==> config.mk <==
export PLATFORM = sky130hd
export DESIGN_NAME = priority_schedule_wait_times_core
export DESIGN_NICKNAME = d
export VERILOG_FILES = /design/src/hdl/pswt_pkg.sv /design/src/hdl/pswt_ram.sv /design/src/hdl/pswt_div.sv /design/src/hdl/priority_schedule_wait_times_core.sv
export SDC_FILE = /design/constraint.sdc
export NUM_CORES = 1
export LEC_CHECK = 0
export ABC_AREA = 0
export BUFFER_PORTS_ARGS = -buffer_cell sky130_fd_sc_hd__buf_4
export CORE_AREA = 2 2 276 251
export CTS_CLUSTER_DIAMETER = 80
export DETAILED_ROUTE_END_ITERATION = 16
export DIE_AREA = 0 0 278 253
export GPL_ROUTABILITY_DRIVEN = 0
export PLACE_DENSITY = 0.78
export SETUP_SLACK_MARGIN = 0.15
export SYNTH_ARGS = -nofsm -noshare
export SYNTH_HDL_FRONTEND = slang
export SYNTH_SLANG_ARGS = --single-unit
==> constraint.sdc <==
create_clock -name clk -period 8.51 [get_ports clk]
set_input_delay 0.851 -clock clk [delete_from_list [all_inputs] [get_ports clk]]
set_output_delay 0.851 -clock clk [all_outputs]
set_load 0.03 [all_outputs]
==> src/hdl/pswt_pkg.sv <==
// Package for the priority schedule wait-times core.
// Holds the input and result word types, the stored entry type and defaults.
// No dependencies.
package pswt_pkg;

  localparam int MAX_PROCS_DEF = 16;

  localparam int BURST_W = 16;
  localparam int PRIO_W  = 8;
  localparam int ID_W    = 5;
  localparam int TIME_W  = 20;
  localparam int AVG_W   = 28;
  localparam int FRAC_W  = 8;

  typedef struct packed {
    logic [BURST_W-1:0] burst_time;
    logic [PRIO_W-1:0]  priority_req;
    logic               is_last;
  } in_word_t;

  typedef struct packed {
    logic [ID_W-1:0]    process_id;
    logic [BURST_W-1:0] burst_time_out;
    logic [PRIO_W-1:0]  priority_out;
    logic [TIME_W-1:0]  wait_time;
    logic [TIME_W-1:0]  turnaround_time;
    logic [AVG_W-1:0]   average_wait;
    logic [AVG_W-1:0]   average_turnaround;
    logic               last_of_run;
  } out_word_t;

  typedef struct packed {
    logic [ID_W-1:0]    id;
    logic [PRIO_W-1:0]  prio;
    logic [BURST_W-1:0] burst;
  } entry_t;

  localparam int ENTRY_W = $bits(entry_t);

endpackage

==> src/hdl/pswt_ram.sv <==
// Generic single-write, single-read RAM with registered read data.
// No package dependencies.
module pswt_ram #(
  parameter int WIDTH = 8,
  parameter int DEPTH = 16,
  parameter int AW    = (DEPTH > 1) ? $clog2(DEPTH) : 1
) (
  input  logic             clk,
  input  logic             we,
  input  logic [AW-1:0]    waddr,
  input  logic [WIDTH-1:0] wdata,
  input  logic [AW-1:0]    raddr,
  output logic [WIDTH-1:0] rdata
);

  logic [WIDTH-1:0] mem [DEPTH];
  logic [WIDTH-1:0] rdata_r;

  always_ff @(posedge clk) begin
    if (we) begin
      mem[waddr] <= wdata;
    end
    rdata_r <= mem[raddr];
  end

  assign rdata = rdata_r;

endmodule

==> src/hdl/pswt_div.sv <==
// Restoring divider, one quotient bit per cycle.
// No package dependencies; used by priority_schedule_wait_times_core.
module pswt_div #(
  parameter int DIVD_W = 34,
  parameter int DVS_W  = 5
) (
  input  logic              clk,
  input  logic              rst_n,
  input  logic              start,
  input  logic [DIVD_W-1:0] dividend,
  input  logic [DVS_W-1:0]  divisor,
  output logic              done,
  output logic [DIVD_W-1:0] quotient
);

  localparam int CNT_W = $clog2(DIVD_W + 1);

  logic [DIVD_W-1:0] quo_r, quo_nxt;
  logic [DVS_W-1:0]  rem_r, rem_nxt;
  logic [DVS_W-1:0]  dvs_r;
  logic [CNT_W-1:0]  cnt_r, cnt_nxt;
  logic              run_r, run_nxt;
  logic              done_r, done_nxt;
  logic [DVS_W:0]    trial;
  logic              fits;

  assign trial = {rem_r, quo_r[DIVD_W-1]};
  assign fits  = (trial >= {1'b0, dvs_r});

  always_comb begin
    quo_nxt  = quo_r;
    rem_nxt  = rem_r;
    cnt_nxt  = cnt_r;
    run_nxt  = run_r;
    done_nxt = 1'b0;
    if (start) begin
      quo_nxt = dividend;
      rem_nxt = '0;
      cnt_nxt = '0;
      run_nxt = 1'b1;
    end else if (run_r) begin
      // shift in one dividend bit, subtract where the divisor fits
      quo_nxt = {quo_r[DIVD_W-2:0], fits};
      rem_nxt = fits ? DVS_W'(trial - {1'b0, dvs_r}) : trial[DVS_W-1:0];
      cnt_nxt = cnt_r + CNT_W'(1);
      if (cnt_r == CNT_W'(DIVD_W - 1)) begin
        run_nxt  = 1'b0;
        done_nxt = 1'b1;
      end
    end
  end

  always_ff @(posedge clk) begin
    if (!rst_n) begin
      run_r  <= 1'b0;
      done_r <= 1'b0;
      cnt_r  <= '0;
    end else begin
      run_r  <= run_nxt;
      done_r <= done_nxt;
      cnt_r  <= cnt_nxt;
    end
  end

  always_ff @(posedge clk) begin
    quo_r <= quo_nxt;
    rem_r <= rem_nxt;
    if (start) begin
      dvs_r <= divisor;
    end
  end

  assign done     = done_r;
  assign quotient = quo_r;

endmodule

==> src/hdl/priority_schedule_wait_times_core.sv <==
// Top level of the nonpreemptive priority scheduler core.
// Depends on pswt_pkg, pswt_ram (entry store) and pswt_div (average divider).
//
//   channel | ports                       | word        | handshake
//   --------+-----------------------------+-------------+---------------------------
//   input   | start, busy, in_word        | in_word_t   | taken when start && !busy
//   result  | out_valid, out_word         | out_word_t  | one cycle per word, no stall
//
// Loading takes one word per cycle. A word with is_last set starts a run of
// n loaded processes: the exchange sort streams the store through one read and
// one write port, then the totals pass runs, then the shared divider runs twice
// on a dividend of DW = sum width + 8 bits, then the result pass runs. busy
// stays high for the whole run. Reset clears the controller and the load count;
// the store needs no clearing since only entries loaded in the current run are
// read. The receiver cannot stall: each result word is flagged by out_valid for
// exactly one cycle.
module priority_schedule_wait_times_core #(
  parameter int MAX_PROCS = pswt_pkg::MAX_PROCS_DEF
) (
  input  logic                clk,
  input  logic                rst_n,
  input  logic                start,
  output logic                busy,
  input  pswt_pkg::in_word_t  in_word,
  output logic                out_valid,
  output pswt_pkg::out_word_t out_word
);

  import pswt_pkg::*;

  localparam int CW = $clog2(MAX_PROCS + 1);                  // count width
  localparam int AW = (MAX_PROCS > 1) ? $clog2(MAX_PROCS) : 1; // store address
  localparam int WW = BURST_W + CW;                           // running wait
  localparam int SW = WW + CW;                                // sum of waits
  localparam int DW = SW + FRAC_W;                            // divider dividend

  localparam logic [3:0] S_IDLE   = 4'd0;
  localparam logic [3:0] S_RDI    = 4'd1;
  localparam logic [3:0] S_LDI    = 4'd2;
  localparam logic [3:0] S_CMP    = 4'd3;
  localparam logic [3:0] S_WRI    = 4'd4;
  localparam logic [3:0] S_SUMRD  = 4'd5;
  localparam logic [3:0] S_SUM    = 4'd6;
  localparam logic [3:0] S_DIVWGO = 4'd7;
  localparam logic [3:0] S_DIVW   = 4'd8;
  localparam logic [3:0] S_DIVTGO = 4'd9;
  localparam logic [3:0] S_DIVT   = 4'd10;
  localparam logic [3:0] S_OUTRD  = 4'd11;
  localparam logic [3:0] S_OUT    = 4'd12;

  logic [3:0]     state_r, state_nxt;
  logic [CW-1:0]  count_r, count_nxt;
  logic [CW-1:0]  n_r, n_nxt;
  logic [CW-1:0]  i_r, i_nxt;
  logic [CW-1:0]  j_r, j_nxt;
  logic [CW-1:0]  k_r, k_nxt;
  entry_t         cur_r, cur_nxt;
  logic [WW-1:0]  wait_r, wait_nxt;
  logic [SW-1:0]  sumw_r, sumw_nxt;
  logic [AVG_W-1:0] avgw_r, avgw_nxt;
  logic [AVG_W-1:0] avgt_r, avgt_nxt;
  logic           ov_r, ov_nxt;
  out_word_t      ow_r, ow_nxt;

  logic           ram_we;
  logic [AW-1:0]  ram_waddr;
  entry_t         ram_wdata;
  logic [CW-1:0]  ram_raddr;
  entry_t         rd;
  logic [ENTRY_W-1:0] rd_bits;

  logic           div_start;
  logic [DW-1:0]  div_dividend;
  logic           div_done;
  logic [DW-1:0]  div_quo;

  logic           accept;
  logic           room;
  logic [CW-1:0]  last_idx;

  assign accept   = start && !busy;
  assign room     = (count_r < CW'(MAX_PROCS));
  assign last_idx = n_r - CW'(1);
  assign rd       = entry_t'(rd_bits);

  always_comb begin
    state_nxt    = state_r;
    count_nxt    = count_r;
    n_nxt        = n_r;
    i_nxt        = i_r;
    j_nxt        = j_r;
    k_nxt        = k_r;
    cur_nxt      = cur_r;
    wait_nxt     = wait_r;
    sumw_nxt     = sumw_r;
    avgw_nxt     = avgw_r;
    avgt_nxt     = avgt_r;
    ov_nxt       = 1'b0;
    ow_nxt       = ow_r;
    ram_we       = 1'b0;
    ram_waddr    = count_r[AW-1:0];
    ram_wdata    = cur_r;
    ram_raddr    = '0;
    div_start    = 1'b0;
    div_dividend = {sumw_r, FRAC_W'(0)};

    case (state_r)
      S_IDLE: begin
        if (accept) begin
          // store the word while there is room, drop it otherwise
          ram_wdata.id    = ID_W'(count_r + CW'(1));
          ram_wdata.prio  = in_word.priority_req;
          ram_wdata.burst = in_word.burst_time;
          ram_we          = room;
          count_nxt       = room ? count_r + CW'(1) : count_r;
          if (in_word.is_last) begin
            n_nxt     = count_nxt;
            count_nxt = '0;
            i_nxt     = '0;
            if (n_nxt >= CW'(2)) begin
              state_nxt = S_RDI;
            end else if (n_nxt == CW'(1)) begin
              state_nxt = S_SUMRD;
            end
          end
        end
      end
      S_RDI: begin
        ram_raddr = i_r;
        state_nxt = S_LDI;
      end
      S_LDI: begin
        // hold slot i in a register, start streaming the later slots
        cur_nxt   = rd;
        j_nxt     = i_r + CW'(1);
        ram_raddr = i_r + CW'(1);
        state_nxt = S_CMP;
      end
      S_CMP: begin
        ram_raddr = j_r + CW'(1);
        if (cur_r.prio > rd.prio) begin
          // swap: old slot i goes to j, slot j becomes the held one
          ram_we    = 1'b1;
          ram_waddr = j_r[AW-1:0];
          ram_wdata = cur_r;
          cur_nxt   = rd;
        end
        if (j_r == last_idx) begin
          state_nxt = S_WRI;
        end else begin
          j_nxt = j_r + CW'(1);
        end
      end
      S_WRI: begin
        ram_we    = 1'b1;
        ram_waddr = i_r[AW-1:0];
        ram_wdata = cur_r;
        i_nxt     = i_r + CW'(1);
        if ({1'b0, i_r} + (CW+1)'(2) < {1'b0, n_r}) begin
          state_nxt = S_RDI;
        end else begin
          state_nxt = S_SUMRD;
        end
      end
      S_SUMRD: begin
        ram_raddr = '0;
        k_nxt     = '0;
        wait_nxt  = '0;
        sumw_nxt  = '0;
        state_nxt = S_SUM;
      end
      S_SUM: begin
        // accumulate waits; total turnaround is sum of waits plus final wait
        ram_raddr = k_r + CW'(1);
        sumw_nxt  = sumw_r + SW'(wait_r);
        wait_nxt  = wait_r + WW'(rd.burst);
        if (k_r == last_idx) begin
          state_nxt = S_DIVWGO;
        end else begin
          k_nxt = k_r + CW'(1);
        end
      end
      S_DIVWGO: begin
        div_start = 1'b1;
        state_nxt = S_DIVW;
      end
      S_DIVW: begin
        if (div_done) begin
          avgw_nxt  = AVG_W'(div_quo);
          state_nxt = S_DIVTGO;
        end
      end
      S_DIVTGO: begin
        div_dividend = {SW'(sumw_r + SW'(wait_r)), FRAC_W'(0)};
        div_start    = 1'b1;
        state_nxt    = S_DIVT;
      end
      S_DIVT: begin
        if (div_done) begin
          avgt_nxt  = AVG_W'(div_quo);
          state_nxt = S_OUTRD;
        end
      end
      S_OUTRD: begin
        ram_raddr = '0;
        k_nxt     = '0;
        wait_nxt  = '0;
        state_nxt = S_OUT;
      end
      S_OUT: begin
        // emit one word per cycle in schedule order
        ram_raddr                 = k_r + CW'(1);
        ov_nxt                    = 1'b1;
        ow_nxt.process_id         = rd.id;
        ow_nxt.burst_time_out     = rd.burst;
        ow_nxt.priority_out       = rd.prio;
        ow_nxt.wait_time          = TIME_W'(wait_r);
        ow_nxt.turnaround_time    = TIME_W'(wait_r + WW'(rd.burst));
        ow_nxt.average_wait       = avgw_r;
        ow_nxt.average_turnaround = avgt_r;
        ow_nxt.last_of_run        = (k_r == last_idx);
        wait_nxt                  = wait_r + WW'(rd.burst);
        if (k_r == last_idx) begin
          state_nxt = S_IDLE;
        end else begin
          k_nxt = k_r + CW'(1);
        end
      end
      default: begin
        state_nxt = S_IDLE;
      end
    endcase
  end

  always_ff @(posedge clk) begin
    if (!rst_n) begin
      state_r <= S_IDLE;
      count_r <= '0;
      ov_r    <= 1'b0;
    end else begin
      state_r <= state_nxt;
      count_r <= count_nxt;
      ov_r    <= ov_nxt;
    end
  end

  always_ff @(posedge clk) begin
    n_r    <= n_nxt;
    i_r    <= i_nxt;
    j_r    <= j_nxt;
    k_r    <= k_nxt;
    cur_r  <= cur_nxt;
    wait_r <= wait_nxt;
    sumw_r <= sumw_nxt;
    avgw_r <= avgw_nxt;
    avgt_r <= avgt_nxt;
    ow_r   <= ow_nxt;
  end

  pswt_ram #(
    .WIDTH (ENTRY_W),
    .DEPTH (MAX_PROCS),
    .AW    (AW)
  ) u_store (
    .clk   (clk),
    .we    (ram_we),
    .waddr (ram_waddr),
    .wdata (ram_wdata),
    .raddr (ram_raddr[AW-1:0]),
    .rdata (rd_bits)
  );

  pswt_div #(
    .DIVD_W (DW),
    .DVS_W  (CW)
  ) u_div (
    .clk      (clk),
    .rst_n    (rst_n),
    .start    (div_start),
    .dividend (div_dividend),
    .divisor  (n_r),
    .done     (div_done),
    .quotient (div_quo)
  );

  assign busy      = (state_r != S_IDLE);
  assign out_valid = ov_r;
  assign out_word  = ow_r;

endmodule

==> flow_metrics.tcl, run 1 <==
set metrics [dict create \
    die_h_um 253 \
    place_area_mm2 0.0357 \
    setup_viol 0 \
    cts_buffers 82 \
    fin_skew_ns 0.0280 \
    p_int_mw 8.60 \
    yosys_warnings 0 \
    use_met1_pct 28.8 \
    fin_area_mm2 0.0384 \
    critical_path.slowest_cell "buf_4" \
    grt_max_degree 117 \
    critPathLaunch "state_r[3]$_SDFFE_PN0P_" \
    ys_top_cells_by_area "edfxtp_1 70%, mux4_2 7.8%, dfxtp_1 3.1%, ha_1 2.4%, a22oi_1 1.5%" \
    dieArea_mm2 0.0703 \
    ctsLongestPathBuffers 3 \
    overflow 0 \
    synthArstFlopShare_pct 0 \
    irDropWorstVdd_mv 0.339 \
    dpl.cell_count 2913 \
    worstSetupPathType "flop to flop" \
    synth_nets 2011 \
    grt_use_total_pct 21.7 \
    avgSynthCellArea_um2 17.4 \
    worstPathMaxFanout 65 \
    dieWidth_um 278 \
    crit_path_end_kind "flop" \
    hold_start "avgw_r[26]$_DFFE_PP_" \
    core_area_mm2 0.0677 \
    cp_data_required_time_ns 9.02 \
    synth_seq_cells 833 \
    vias 18500 \
    clock_latency_ns 0.65 \
    num_rows 91 \
    cts_setup_buffers 0 \
    p_per_area_mw_per_mm2 324 \
    crit_path_start_kind "flop" \
    critical_path.max_stage_delay_ns 0.81 \
    p_clk_share_pct 29.5 \
    drc 0 \
    drv_cap 0 \
    path_common_cell "buf_4" \
    final_cell_mix "781 x edfxtp_1, 188 x buf_4, 116 x mux4_2, 96 x nor2_1, 95 x nand2_1" \
    status "finished clean" \
    wire_per_inst_um 24.9 \
    seq_area_frac_synth_pct 73.3 \
    grt-busiest-layer "met2" \
    hold_slack_ns 0.417 \
    min_period_ns 4.86 \
    vias_per_cell 6.02 \
    relSlewSlack_pct 16.4 \
    hold_viol_final 0 \
    tightest_slew_ns 1.25 \
    num_io_pins 156 \
    r2r_slack_ns 3.65 \
    postLayoutCoreUtil_pct 56.7 \
    clk_pin_slew_ns 0.06 \
    switching_share_pct 30.9 \
    grt_pass1_vias 18600 \
    slew_violations 0 \
    clock_sinks 833 \
    p_sw_mw 3.85 \
    cts_tree "yes" \
    grt_pass1_wl_mm 115 \
    ys.flop_type "edfxtp_1" \
    fmaxAchievable_ghz 0.206 \
    dr.pass1.iters 5 \
    htreeDepth 3 \
    syn_area_mm2 0.0334 \
    globalRouteMet3Util_pct 4.51 \
    timing.rr.start "state_r[3]$_SDFFE_PN0P_" \
    p_comb_share_pct 26.0 \
    postCtsHoldBufs 0 \
    port_buffers 155 \
    final_cells 3065 \
    layout-drive-gt1-share_pct 22.6 \
    p_leak_nw 13.3 \
    final_common_cell "edfxtp_1" \
    seqPwrFrac_pct 44.5 \
    cp_cell_sequence "and2b_4 > o21ai_1 > nor2_1 > a2111oi_4 > buf_4 > buf_4 > mux4_2 > a22oi_1 > nand2_1" \
    setup-tns-final_ns 0 \
    area_delta_synth_final_pct 15.0 \
    grt_antenna_before_repair 1 \
    dp_hpwl_mm 44.9 \
    cts-root-buf "clkbuf_16" \
    use_met2_pct 35.9 \
    cts_resized 0 \
    initial_core_util_pct 49.3 \
    yosys.area.top_type "edfxtp_1" \
    rsz0062_at_grt "false" \
    fin_nets 2208 \
    hold_class "flop to flop" \
    worstPathArrival_ns 5.37 \
    synth-edff-count 781 \
    drt-initial-drc-count 2319 \
    drt-total-wl_mm 76.4 \
    drtAntennaViolNets 0 \
    synthCells 1917 \
    period_share_pct 57.1 \
    synth_top_area_share_pct 70.2 \
    synth_cell_types 74 \
]
-- worst max-delay path, delay by kind of cell (launching register included) --
family,cells,cell delay (ns)
AOI/OAI and AO/OA,3,1.40
buffers and inverters,2,1.55
DFF,1,0.64
muxes,1,0.43
and+or+nand+nor,3,0.61
-- power by group through the flow --
stage / Sequential, mW / Clock, mW / Combinational (mW)
finish: 5.54 / 3.67 / 3.24
global route: 5.57 / 3.85 / 3.51
CTS: 5.54 / 3.71 / 3.23
detailed placement: 5.61 / 0 / 3.19
global placement: 5.59 / 0 / 3.08
floorplan: 5.45 / 0 / 2.36
-- cell families after synthesis --
logic type	Yosys count	share of synthesized area (%)
DFF	833	73.3
and+or+nand+nor	367	5.45
AOI/OAI and AO/OA	300	6.01
muxes	158	9.18
buffers and inverters	125	1.72
xor gates and xnor gates	68	1.78
adders and majority gates	66	2.54
-- area by class of cell --
cell class              count  area [um2]
diodes                      1        2.50
clock buffers             102        2160
clock inverters            49         582
fillers                  4861       29300
inverters                  49         184
multi-input cells         959        8470
flip-flops and latches    833       24500
well taps                 883        1100
repair buffers            189        1430
-- sequential cells by signal, indices dropped and copies added (netlist names) --
signal / cells
k_r: 5
i_r: 5
j_r: 5
cur_r: 29
out_word: 126
u_div.rem_r: 5
avgw_r: 28
u_store.rdata: 29
avgt_r: 28
sumw_r: 26
u_div.cnt_r: 6
u_div.dvs_r: 5
u_div.done: 1
count_r: 5
n_r: 5
state_r: 4
u_div.quotient: 34
wait_r: 21
out_valid: 1
u_div.run_r: 1
u_store.mem: 464
-- cell usage after synthesis (all sizes together) (18+ instances only) --
library cell	count
nand3	18
xnor2	36
o21ai	47
and3	26
and2	23
nor2	107
inv	48
a22oi	66
ha	63
nand2	95
dfxtp	52
xor2	32
a21oi	72
mux2	28
buf	34
a21o	19
mux4	116
clkbuf	42
nor3	29
edfxtp	781
-- per-layer routing --
layer	wire [um]	up-vias	share of wire (%)
li1	-	7989	-
met2	37600	985	49
met5	0	-	0
met3	6700	174	8.8
met1	29800	9312	39
met4	2390	0	3.1
-- final timing paths --
kind	to	cells after the start
worst max register to register	u_store.rdata[13]$_DFF_P_	9
worst max-delay path	u_store.rdata[13]$_DFF_P_	9
worst min-delay path	out_word[55]$_DFFE_PP_	0
worst min register to register	out_word[55]$_DFFE_PP_	0
-- through the flow --
| stage | setup slack, ns | power (mW) |
|---|---|---|
| 6_report | 3.65 | 12.5 |
| 5_1_grt | 3.46 | 12.9 |
| 4_1_cts | 3.73 | 12.5 |
| 3_5_place_dp | 3.82 | 8.80 |
| 3_3_place_gp | 3.97 | 8.67 |
| 2_1_floorplan | 2.09 | 7.81 |
Note: power is estimated with default switching activity, not from simulation.
==> run 2: changes to the inputs <==
clock period = 4.6 ns   (was 8.51 ns; I/O delays follow)
==> run 2 against run 1 <==
  * Combinational power rose by 95%
  * Cell count barely moved
  * Worst hold slack got worse by 0.27 ns
  * Largest cell class unchanged
==> flow_metrics.tcl, run 2 (synthesis gave the netlist of run 1 again) <==
set metrics [dict create \
    dieArea_mm2 0.0703 \
    worstPathArrival_ns 4.24 \
    num_rows 91 \
    p_per_area_mw_per_mm2 602 \
    layout-drive-gt1-share_pct 22.7 \
    dp_hpwl_mm 48.8 \
    setup_viol 0 \
    period_share_pct 85.1 \
    dpl.cell_count 2920 \
    grt_pass1_vias 18300 \
    hold_class "primary input to flop" \
    crit_path_start_kind "flop" \
    slew_violations 0 \
    dieWidth_um 278 \
    crit_path_end_kind "flop" \
    status "finished clean" \
    drt-initial-drc-count 2271 \
    final_cell_mix "781 x edfxtp_1, 189 x buf_4, 116 x mux4_2, 96 x nor2_1, 95 x nand2_1" \
    cp_data_required_time_ns 4.93 \
    fin_skew_ns 0.0241 \
    worstSetupPathType "flop to flop" \
    p_comb_share_pct 27.3 \
    cts_tree "yes" \
    drtAntennaViolNets 0 \
    vias_per_cell 6.06 \
    cts_resized 0 \
    htreeDepth 3 \
    relSlewSlack_pct 9.97 \
    switching_share_pct 31.4 \
    irDropWorstVdd_mv 0.510 \
    seqPwrFrac_pct 44.3 \
    p_leak_nw 13.3 \
    max_flop_register "u_store.mem" \
    initial_core_util_pct 49.3 \
    hold_viol_final 0 \
    core_area_mm2 0.0677 \
    r2r_slack_ns 0.69 \
    drv_cap 0 \
    nFillCells 4908 \
    clock_latency_ns 0.63 \
    cts_setup_buffers 0 \
    dr.pass1.iters 6 \
    grt_antenna_before_repair 2 \
    wire_per_inst_um 25.2 \
    setup-tns-final_ns 0 \
    finalPower_mw 23.2 \
    clock_sinks 833 \
    clk_pin_slew_ns 0.06 \
    postCtsHoldBufs 0 \
    cts-root-buf "clkbuf_16" \
    worstPathMaxFanout 20 \
    rsz0062_at_grt "false" \
    overflow 0 \
    area_delta_synth_final_pct 15.1 \
    largest_register_ffs 464 \
    ctsLongestPathBuffers 3 \
    final_cells 3064 \
    port_buffers 155 \
    p_sw_mw 7.28 \
    die_h_um 253 \
    grt_use_total_pct 21.8 \
    min_period_ns 3.91 \
    fmaxAchievable_ghz 0.256 \
    vias 18600 \
    grt_pass1_wl_mm 115 \
    p_int_mw 15.9 \
    final_common_cell "edfxtp_1" \
    drt-total-wl_mm 77.2 \
    fin_nets 2213 \
    p_clk_share_pct 28.4 \
    hold_slack_ns 0.151 \
    tightest_slew_ns 1.34 \
    cts_buffers 80 \
    drc 0 \
    grt_max_degree 117 \
    num_io_pins 156 \
]
run 2: changes by cell type in the layout (fill, tap and decap cells not counted), moves of 4 or more:
cell | before | now
buf_12 | 1 | 7
clkbuf_1 | 17 | 12
nor2_2 | 4 | 8
nor2_4 | 7 | 3
clkbuf_8 | 3 | 7
run 2: power by group through the flow:
stage                     Sequential (mW)  Clock [mW]  Combinational [mW]
after CTS                            10.2        6.66                6.30
after global placement               10.3           0                6.05
final                                10.3        6.57                6.33
after floorplan                      10.1           0                4.38
after global routing                 10.3        6.93                6.78
after detailed placement             10.4           0                6.23
run 2: layout make-up:
type	instances	area, um2	area share (%)
Inverter	49	184	0.478
Tap cell	883	1100	2.87
Antenna cell	1	2.50	0.00651
Clock inverter	42	437	1.14
Multi-Input combinational cell	959	8470	22.0
Sequential cell	833	24500	63.7
Clock buffer	101	2190	5.70
Timing Repair Buffer	196	1560	4.05
run 2: final timing paths:
path                                              start                           end  cells after the start
worst max-delay path            state_r[1]$_SDFFE_PN0P_  u_store.mem[0][20]$_DFFE_PP_                      8
worst min-delay path                              rst_n       state_r[3]$_SDFFE_PN0P_                      3
worst max register to register  state_r[1]$_SDFFE_PN0P_  u_store.mem[0][20]$_DFFE_PP_                      8
worst min register to register      avgt_r[9]$_DFFE_PP_        out_word[10]$_DFFE_PP_                      0
run 2: through the flow:
stage,util [%],instance area [um2],setup slack (ns)
2_1_floorplan,-,33400,0.201
3_3_place_gp,52.9,35800,0.876
3_5_place_dp,52.9,35800,0.747
4_1_cts,56.7,38400,0.715
5_1_grt,56.8,38400,0.434
6_report,56.8,38400,0.687
run 2: critical path, cell delays in order (launching register included):
cell	delay, ns
dfxtp_1	0.63
nand2b_1	0.27
nor2_4	0.36
o211a_2	0.29
o21a_2	0.21
nor2_1	0.08
or3_1	0.73
nor3_4	0.77
buf_12	0.26
run 2: per-layer routing:
| metal | track usage [%] | vias to the layer above | wire [um] |
|---|---|---|---|
| met3 | 3.52 | 152 | 6700 |
| met5 | 0 | - | 0 |
| met2 | 35.8 | 1009 | 37700 |
| met1 | 29.9 | 9402 | 30400 |
| li1 | - | 7990 | - |
| met4 | 7.60 | 0 | 2430 |
==> run 3: changes to the inputs <==
CORE_AREA = 2 2 250 228   (was 2 2 276 251)
DIE_AREA = 0 0 252 230   (was 0 0 278 253)
PLACE_DENSITY = 0.9   (was 0.78)
==> run 3 against run 2 <==
  * Clock power down 2%
  * Global-route usage up 5.6 points
  * Worst hold slack better by 0.0022 ns
  * Wire length rose by 2.5%
  * Clock-buffer cell count rose by 1
  * Cell count is 5.5% lower
  * Combinational power is essentially flat
  * Highest routed layer is now met5
  * Die area fell by 18%
  * Largest power group unchanged
  * Core utilization increased by 12 points
==> flow_metrics.tcl, run 3 (synthesis gave the netlist of run 1 again) <==
set metrics [dict create \
    final_cell_mix "781 x edfxtp_1, 201 x buf_4, 116 x mux4_2, 96 x nor2_1, 95 x nand2_1" \
    clock_latency_ns 0.64 \
    port_buffers 155 \
    wire_per_inst_um 27.3 \
    cts_tree "yes" \
    critical_path.slowest_cell "or3_1" \
    clock_sinks 833 \
    slew_violations 0 \
    irDropWorstVdd_mv 0.449 \
    drc 0 \
    period_share_pct 83.9 \
    p_leak_nw 13.3 \
    crit_path_end_kind "flop" \
    fin_nets 2221 \
    dr.pass1.iters 13 \
    postCtsHoldBufs 0 \
    critical_path.max_stage_delay_ns 0.69 \
    drt-initial-drc-count 2935 \
    setup_viol 0 \
    area_delta_synth_final_pct 14.4 \
    vias 19300 \
    crit_path_start_kind "flop" \
    status "finished clean" \
    cp_top_family "simple AND/OR/NAND/NOR gates" \
    dp_hpwl_mm 47.6 \
    die_h_um 230 \
    dpl.cell_count 2763 \
    cts_resized 0 \
    hold_viol_final 0 \
    tightest_slew_ns 1.04 \
    p_per_area_mw_per_mm2 602 \
    overflow 0 \
    fmaxAchievable_ghz 0.259 \
    largest_register_ffs 464 \
    initial_core_util_pct 60.5 \
    layout-drive-gt1-share_pct 22.9 \
    drt-total-wl_mm 79.1 \
    num_io_pins 156 \
    drtAntennaViolNets 0 \
    dieArea_mm2 0.0580 \
    cp_data_required_time_ns 4.86 \
    worstPathMaxFanout 29 \
    path_buf_inv 1 \
    hold_slack_ns 0.153 \
    fin_skew_ns 0.0302 \
    n_antenna_cell 0 \
    min_period_ns 3.86 \
    cts_setup_buffers 0 \
    clk_pin_slew_ns 0.06 \
    grt_antenna_before_repair 3 \
    max_flop_register "u_store.mem" \
    final_common_cell "edfxtp_1" \
    rsz0062_at_grt "false" \
    grt_max_degree 114 \
    final_cells 2897 \
    htreeDepth 3 \
    num_rows 82 \
    vias_per_cell 6.67 \
    setup-tns-final_ns 0 \
    nFillCells 3216 \
    relSlewSlack_pct 30.8 \
    grt_pass1_vias 19300 \
    worstSetupPathType "flop to flop" \
    dieWidth_um 252 \
    cts-root-buf "clkbuf_16" \
    drv_cap 0 \
    grt_pass1_wl_mm 119 \
    ctsLongestPathBuffers 3 \
    cts_buffers 76 \
    core_area_mm2 0.0552 \
    grt_use_total_pct 27.4 \
    hold_class "primary input to flop" \
    worstPathArrival_ns 4.12 \
    cp_cell_sequence "nand2b_1 > nor2_4 > o211a_2 > o21a_2 > o211a_1 > or3_1 > nor3b_4 > buf_4" \
]
[run 3: final cells by class]
type	count	area [um2]	area share, %
Tap cell	714	893	2.34
Multi-Input combinational cell	959	8480	22.2
Timing Repair Buffer	208	1650	4.32
Clock inverter	32	395	1.03
Sequential cell	833	24500	64.1
Inverter	49	184	0.481
Clock buffer	102	2110	5.53
[run 3: path summary, 6_finish.rpt]
check,start,slack [ns],end,cells after the start
max reg2reg,state_r[1]$_SDFFE_PN0P_,0.74,u_store.mem[13][6]$_DFFE_PP_,8
min reg2reg,avgt_r[12]$_DFFE_PP_,0.40,out_word[13]$_DFFE_PP_,0
max,state_r[1]$_SDFFE_PN0P_,0.74,u_store.mem[13][6]$_DFFE_PP_,8
min,rst_n,0.15,state_r[3]$_SDFFE_PN0P_,3
[run 3: layer usage]
metal  share of wire [%]  global-route usage, %  vias up
met3                  11                   6.10      232
met4                 3.5                   9.49        2
met5              0.0088                      0        -
li1                    -                      -     8013
met2                  51                   46.5     1404
met1                  35                   35.3     9672
[run 3: where the power goes]
| group | total, mW | leakage [nW] | internal (mW) | switching, mW |
|---|---|---|---|---|
| sequential | 10.3 | 7.49 | 9.71 | 0.556 |
| combinational | 6.30 | 4.57 | 2.43 | 3.86 |
| clock | 6.43 | 1.23 | 3.73 | 2.70 |
| total | 23.0 | 13.3 | 15.9 | 7.12 |
[run 3: tightest hold or removal path, stage by stage]
cell	delay, ns
buf_4	0.13
o21ai_0	0.08
a31oi_1	0.05
[run 3: per-stage QoR]
step	instance area (um2)	total power [mW]	worst slack (ns)	util [%]
3_3_place_gp	35700	16.0	1.06	64.7
5_1_grt	38200	23.8	0.539	69.2
4_1_cts	38200	23.0	0.768	69.2
6_report	38200	23.0	0.740	69.2
2_1_floorplan	33400	14.5	0.201	-
3_5_place_dp	35700	16.4	0.852	64.7
